==> config.mk <==
export PLATFORM = sky130hd
export DESIGN_NAME = srcs_alu
export DESIGN_NICKNAME = d
export VERILOG_FILES = /design/src/srcs_pkg.sv /design/src/srcs_alu.sv
export SDC_FILE = /design/constraint.sdc
export NUM_CORES = 2
export LEC_CHECK = 0
export BUFFER_PORTS_ARGS = -buffer_cell sky130_fd_sc_hd__buf_2
export CELL_PAD_IN_SITES_DETAIL_PLACEMENT = 1
export CELL_PAD_IN_SITES_GLOBAL_PLACEMENT = 2
export CORE_MARGIN = 5
export CORE_UTILIZATION = 39
export DETAILED_ROUTE_END_ITERATION = 16
export GPL_TIMING_DRIVEN = 1
export PLACE_DENSITY = 0.88
export SETUP_SLACK_MARGIN = 0.02
export SYNTH_ARGS = -nofsm -noshare
export SYNTH_HDL_FRONTEND = slang
export SYNTH_SLANG_ARGS = --single-unit
export TNS_END_PERCENT = 5
==> constraint.sdc <==
create_clock -name vclk -period 15.1
set_input_delay 1.51 -clock vclk [all_inputs]
set_output_delay 1.51 -clock vclk [all_outputs]
set_load 0.01 [all_outputs]
==> src/srcs_pkg.sv <==
// Shared types, constants and decode helpers for the six-register step processor.
// Used by srcs_alu and six_register_cpu_step; depends on nothing else.
package srcs_pkg;

    localparam int PROG_DEPTH = 64;
    localparam int PROG_AW    = (PROG_DEPTH > 1) ? $clog2(PROG_DEPTH) : 1;

    localparam int NUM_REGS  = 6;
    localparam int MAX_REG   = 5;
    localparam int WORD_W    = 64;
    localparam int IMM_W     = 32;
    localparam int RIDX_W    = 3;
    localparam int OPC_W     = 4;
    localparam int KIND_W    = 2;
    localparam int LEN_W     = 7;
    localparam int STEP_W    = 63;
    localparam int ADDR_W    = 6;
    localparam int CFG_IDX_W = 1;
    localparam int CFG_W     = 7;

    // Effective program length cap: the smaller of the store depth and the length range
    localparam int LEN_CAP = (PROG_DEPTH < (2 ** LEN_W) - 1) ? PROG_DEPTH : (2 ** LEN_W) - 1;

    localparam int IN_W        = ADDR_W + OPC_W + 2 * IMM_W + RIDX_W;
    localparam int IN_TDATA_W  = ((IN_W + 7) / 8) * 8;
    localparam int OUT_W       = ADDR_W + NUM_REGS * WORD_W + STEP_W;
    localparam int OUT_TDATA_W = ((OUT_W + 7) / 8) * 8;
    localparam int OUT_USER_W  = 2;

    typedef enum logic [KIND_W-1:0] {
        KIND_LOAD,
        KIND_STEP,
        KIND_CLEAR,
        KIND_NONE
    } kind_t;

    typedef enum logic [OPC_W-1:0] {
        OP_ADDR, OP_ADDI, OP_MULR, OP_MULI,
        OP_BANR, OP_BANI, OP_BORR, OP_BORI,
        OP_SETR, OP_SETI, OP_GTIR, OP_GTRI,
        OP_GTRR, OP_EQIR, OP_EQRI, OP_EQRR
    } op_t;

    typedef enum logic [CFG_IDX_W-1:0] {
        CFG_POINTER,
        CFG_LENGTH
    } cfg_idx_t;

    typedef enum logic [1:0] {
        MP_LO,
        MP_CROSS_A,
        MP_CROSS_B
    } mul_phase_t;

    typedef enum logic [3:0] {
        ST_IDLE,
        ST_FETCH,
        ST_DECODE,
        ST_OPB,
        ST_MUL_LO,
        ST_MUL_XA,
        ST_EXEC,
        ST_ADVANCE,
        ST_DONE
    } state_t;

    typedef struct packed {
        op_t        op;
        mul_phase_t phase;
    } alu_req_t;

    typedef struct packed {
        logic a_is_reg;
        logic b_is_reg;
    } src_kind_t;

    // One program word: control bits above the two operands
    typedef struct packed {
        logic [RIDX_W-1:0] target;
        op_t               opcode;
        logic [IMM_W-1:0]  operand_b;
        logic [IMM_W-1:0]  operand_a;
    } prog_word_t;

    typedef struct packed {
        logic [RIDX_W-1:0] target;
        logic [IMM_W-1:0]  operand_b;
        logic [IMM_W-1:0]  operand_a;
        op_t               opcode;
        logic [ADDR_W-1:0] load_address;
    } in_item_t;

    typedef struct packed {
        logic [STEP_W-1:0]                  steps_done;
        logic [NUM_REGS-1:0][WORD_W-1:0]    regs;
        logic [ADDR_W-1:0]                  executed_address;
    } out_item_t;

    function automatic src_kind_t src_kind(op_t op);
        src_kind_t sk;
        case (op) inside
            OP_ADDR, OP_MULR, OP_BANR, OP_BORR, OP_GTRR, OP_EQRR:
                sk = '{a_is_reg: 1'b1, b_is_reg: 1'b1};
            OP_ADDI, OP_MULI, OP_BANI, OP_BORI, OP_SETR, OP_GTRI, OP_EQRI:
                sk = '{a_is_reg: 1'b1, b_is_reg: 1'b0};
            OP_GTIR, OP_EQIR:
                sk = '{a_is_reg: 1'b0, b_is_reg: 1'b1};
            default:
                sk = '{a_is_reg: 1'b0, b_is_reg: 1'b0};
        endcase
        return sk;
    endfunction

    function automatic logic is_mul(op_t op);
        return (op == OP_MULR) || (op == OP_MULI);
    endfunction

    function automatic logic [WORD_W-1:0] sext_imm(logic [IMM_W-1:0] v);
        return {{(WORD_W - IMM_W){v[IMM_W-1]}}, v};
    endfunction

endpackage

==> src/srcs_alu.sv <==
// Shared arithmetic unit: add, logic, signed compare, and a 32x32 multiplier
// that builds the low 64 bits of a product over three phases. Uses srcs_pkg.
module srcs_alu (
    input  srcs_pkg::alu_req_t            req,
    input  logic [srcs_pkg::WORD_W-1:0]   x,
    input  logic [srcs_pkg::WORD_W-1:0]   y,
    input  logic [srcs_pkg::WORD_W-1:0]   acc,
    output logic [srcs_pkg::WORD_W-1:0]   res
);
    import srcs_pkg::*;

    logic [IMM_W-1:0]   mx;
    logic [IMM_W-1:0]   my;
    logic [WORD_W-1:0]  prod;
    logic [WORD_W-1:0]  cross_part;

    // Low x low first, then each cross term lands in the upper half
    always_comb
    begin
        mx         = (req.phase == MP_CROSS_B) ? x[WORD_W-1:IMM_W] : x[IMM_W-1:0];
        my         = (req.phase == MP_CROSS_A) ? y[WORD_W-1:IMM_W] : y[IMM_W-1:0];
        prod       = WORD_W'(mx) * WORD_W'(my);
        cross_part = {prod[IMM_W-1:0], {IMM_W{1'b0}}};
    end

    always_comb
    begin
        case (req.op) inside
            OP_ADDR, OP_ADDI:
                res = x + y;
            OP_MULR, OP_MULI:
                res = (req.phase == MP_LO) ? prod : acc + cross_part;
            OP_BANR, OP_BANI:
                res = x & y;
            OP_BORR, OP_BORI:
                res = x | y;
            OP_SETR, OP_SETI:
                res = x;
            OP_GTIR, OP_GTRI, OP_GTRR:
                res = {{(WORD_W - 1){1'b0}}, ($signed(x) > $signed(y))};
            OP_EQIR, OP_EQRI, OP_EQRR:
                res = {{(WORD_W - 1){1'b0}}, (x == y)};
            default:
                res = '0;
        endcase
    end

endmodule
### Yosys cells after proc, flatten, opt, wreduce, memory -nomap -nowiden

Cells that the tools add are included.

* bits in registers: 0
* input bits: 198

* $add $sub $neg: 2
* bitwise gates (word level): 2
* order comparisons: 1
* mux-type cells: 10
* reductions and logical operators: 9
* equal/unequal tests: 18
* multiply operators: 1

Operator list (number)
* 2-to-1 mux 64 bit: 6
* adder 64 bit: 2
* bitwise AND 64 bit: 1
* equality test 64 bit: 1
* > comparator 64 bit: 1
* multiplier 32 x 32 -> 64 bit: 1
* 2-to-1 mux 32 bit: 2
* bitwise OR 64 bit: 1
* equality test 4 bit, second input constant: 8
* equality test 4 x 3 -> 1 bit, second input constant: 4
* OR reduction 2 bit: 5
* equality test 4 x 2 -> 1 bit, second input constant: 2
* OR reduction 3 bit: 2
* equality test 4 x 1 -> 1 bit, second input constant: 1
* logical NOT 4 bit: 1
* equality test 2 x 1 -> 1 bit, second input constant: 1
* equality test 2 bit, second input constant: 1
* logical NOT 2 bit: 1
* 2-to-1 mux 1 bit: 2

### Longest topological paths before layout

* depth in word-level cells: 9
* mapped depth: 42
* gate-level depth less buffers: 38

### Least setup slack after synthesis

Ideal clock, no wire load.

* path type: input-to-output
* from: input req[1] (netlist bit)
* to: output res[62] (netlist bit)
* arrival time: 10.749 ns
* cell stages on the path: 37
* slack: 2.841 ns
* required time: 13.590 ns
* path through: nor2b_1 > clkbuf_1 > clkbuf_1 > clkbuf_1 > nor2_1 > a21oi_1 > clkbuf_1 > nor2_1 > fa_1 > inv_1 > fa_1 > fa_1 > fa_1 > inv_1 > ha_1 > ha_1 > fa_1 > fa_1 > ha_1 > a21oi_1 > o21ai_0 > a21o_1 > o21ai_0 > a21oi_1 > o31a_1 > or3_1 > and2_1 > ha_1 > nand4_1 > nor3_1 > o21ai_1 > a2111oi_1 > nor3_1 > o31ai_1 > xor2_1 > nor2_1 > o32ai_1

* cells in the longest elaborated chain, start to end: 7
* elaborated cells between the ends (all ways): 10

RTL lines
* start: declaration: line srcs_alu.sv:4 `input srcs_pkg::alu_req_t req,`
* equality test 2 bit / equality test 2 x 1 -> 1 bit (equally long branches): line srcs_alu.sv:20, srcs_alu.sv:21
* 2-to-1 mux 32 bit, on equally long branches: line srcs_alu.sv:20, srcs_alu.sv:21
* multiplier 32 x 32 -> 64 bit: line srcs_alu.sv:22 `prod = WORD_W'(mx) * WORD_W'(my);`
* adder 64 bit: line srcs_alu.sv:32 `res = (req.phase == MP_LO) ? prod : acc + cross_part;`
* 2-to-1 mux 64 bit (*): line srcs_alu.sv:32
* 2-to-1 mux 64 bit (*) (2 in series): line srcs_alu.sv:28 `case (req.op) inside`
* end: declaration: line srcs_alu.sv:8 `output logic [srcs_pkg::WORD_W-1:0] res`

Mark *: on every way between the ends. The rest lies on a longest branch, timed or not.

### Worst setup path in the final report

Same ends and word-level chain as after synthesis.

==> reports/results.tsv <==
metric	value	unit
status	complete, no violations	
design.seq.count	0	
final_hold_viol_count	0	
cts_hold_buf	0	
fp.dieW	345	µm
die-area	119000	µm²
grt_max_degree	46	
fin_crit_sh	96.4	%
dp_hpwl	175	mm
end_kind	output port	
syn-num-nets	7175	
synth.distinct_cells	82	
rsz0062_at_grt	no	
layout-drive-gt1-share	8.15	%
start_util	39.1	%
crit_type	primary input to output port	
firstDrtPassIters	7	
coreArea	112000	µm²
nets	7267	
synthTopCellsByArea	fa_1 (41%), ha_1 (14%), inv_1 (9.6%)	
crit_start	req[1]	
layout_setup_ws	537	ps
place_congestion	1.01	
synth.top_cell.area_share	41.0	%
vias	41600	
hold_depth	4	
syn_area	43800	µm²
numPlacedInstances	7181	
grt_pass1_vias	44700	
rows	123	
timing.fmax	68.7	MHz
critPathSlowestCell	a21o_1	
drv_slew	0	
grt_overflow	0	
cp_data_arrival_time	13050	ps
via_per_inst	5.79	
hold_path.class	primary input to output port	
start_kind	primary input	
postCtsSetupBuffers	0	
path_max_fanout	45	
layout_min_cycle_time	14560	ps
drc	0	
ys_warn_count	0	
wl_per_cell	28.7	µm
worstHoldEndpoint	res[26]	
fin_cells	7186	
tightest_slew	1160	ps
cap_violations	0	
io_buffer_count	262	
grtUsageTotal	33.8	%
grt_antenna_before_repair	16	
ios	262	
grt_pass1_wl	301	mm
ys_seq_area_share	0	%
synth_top_area_cell	fa_1	
avgSynthCellArea	7.84	µm²
n_clock_buffer	0	
die_h	345	µm
wirelength	206	mm
hold_ws	3450	ps
cpPeakStageDelay	860	ps
first_iter_violations	3935	
cp_common_cell	fa_1	
area_growth	7.23	%
min_from	acc[26]	
syn_inst	5591	
postRouteAntennaNets	0	
seq_area	0	µm²
pre_cts_ws	795	ps
crit_required	13590	ps
setup_viol	0	
postCtsResizedCells	0	
maxSlewHeadroom	22.6	%
setup_tns	0	ps
-- critical path: cells and delay by family --
kind            cells  cell delay (ps)
simple gates        5             1100
compound gates      8             3700
fa+ha+maj          10             4770
xor+xnor            2              780
buf+inv             8             1130
-- layer usage --
metal / global-route usage, % / routed length [µm] / up-vias / share of wire (%)
met2: 54.7 / 93800 / 1973 / 45
met1: 44.1 / 82200 / 21500 / 40
li1: - / - / 17600 / -
met3: 5.86 / 17700 / 492 / 8.6
met4: 15.9 / 12700 / 12 / 6.1
met5: 0 / 86 / - / 0.042
-- through the flow --
step	area [µm²]	utilization, %
after global placement	47000	41.9
after detailed placement	47000	41.9
final	47000	42.0
after floorplan	43800	-
after CTS	47000	41.9
after global routing	47000	41.9
-- final cells by class --
class,instances,area (µm²)
inverter,1123,4220
antenna,5,12.5
multi-input combinational,4162,38600
tap,1500,1880
fill,13800,65000
timing repair buffer,396,2320
-- cell families after synthesis --
logic type / Yosys count / share of synthesized area [%]
adders and majority gates: 1386 / 54.9
buffers and inverters: 1429 / 12.3
xor gates and xnor gates: 134 / 2.68
AOI/OAI and AO/OA: 963 / 13.7
muxes: 36 / 0.845
and+or+nand+nor: 1643 / 15.5
-- worst max-delay path by stage --
stage,to,slack [ps],depth (start not counted)
floorplan,res[62],2840,37
global placement,res[62],950,33
detailed placement,res[62],790,37
CTS,res[62],770,37
global route,res[62],160,37
finish,res[62],540,33
-- synthesized netlist by cell type, drive strengths merged, types with 31 or more instances --
library cell  instances
nand3                55
fa                  898
and2                 31
o22ai                34
o21bai               40
a21o                107
nor3                 31
a21oi               401
xnor2                88
buf                  38
clkbuf              268
inv                1122
nand2               849
xor2                 46
o21ai               157
ha                  488
nor2                521
nor2b                33
-- cell usage in the layout (no fill, tap or decap), drive strengths merged, types with 88 or more instances in the layout --
cell type,instances
fa,898
buf,395
nor2,521
a21o,107
ha,488
inv,1122
a21oi,401
xnor2,88
o21ai,157
nand2,849
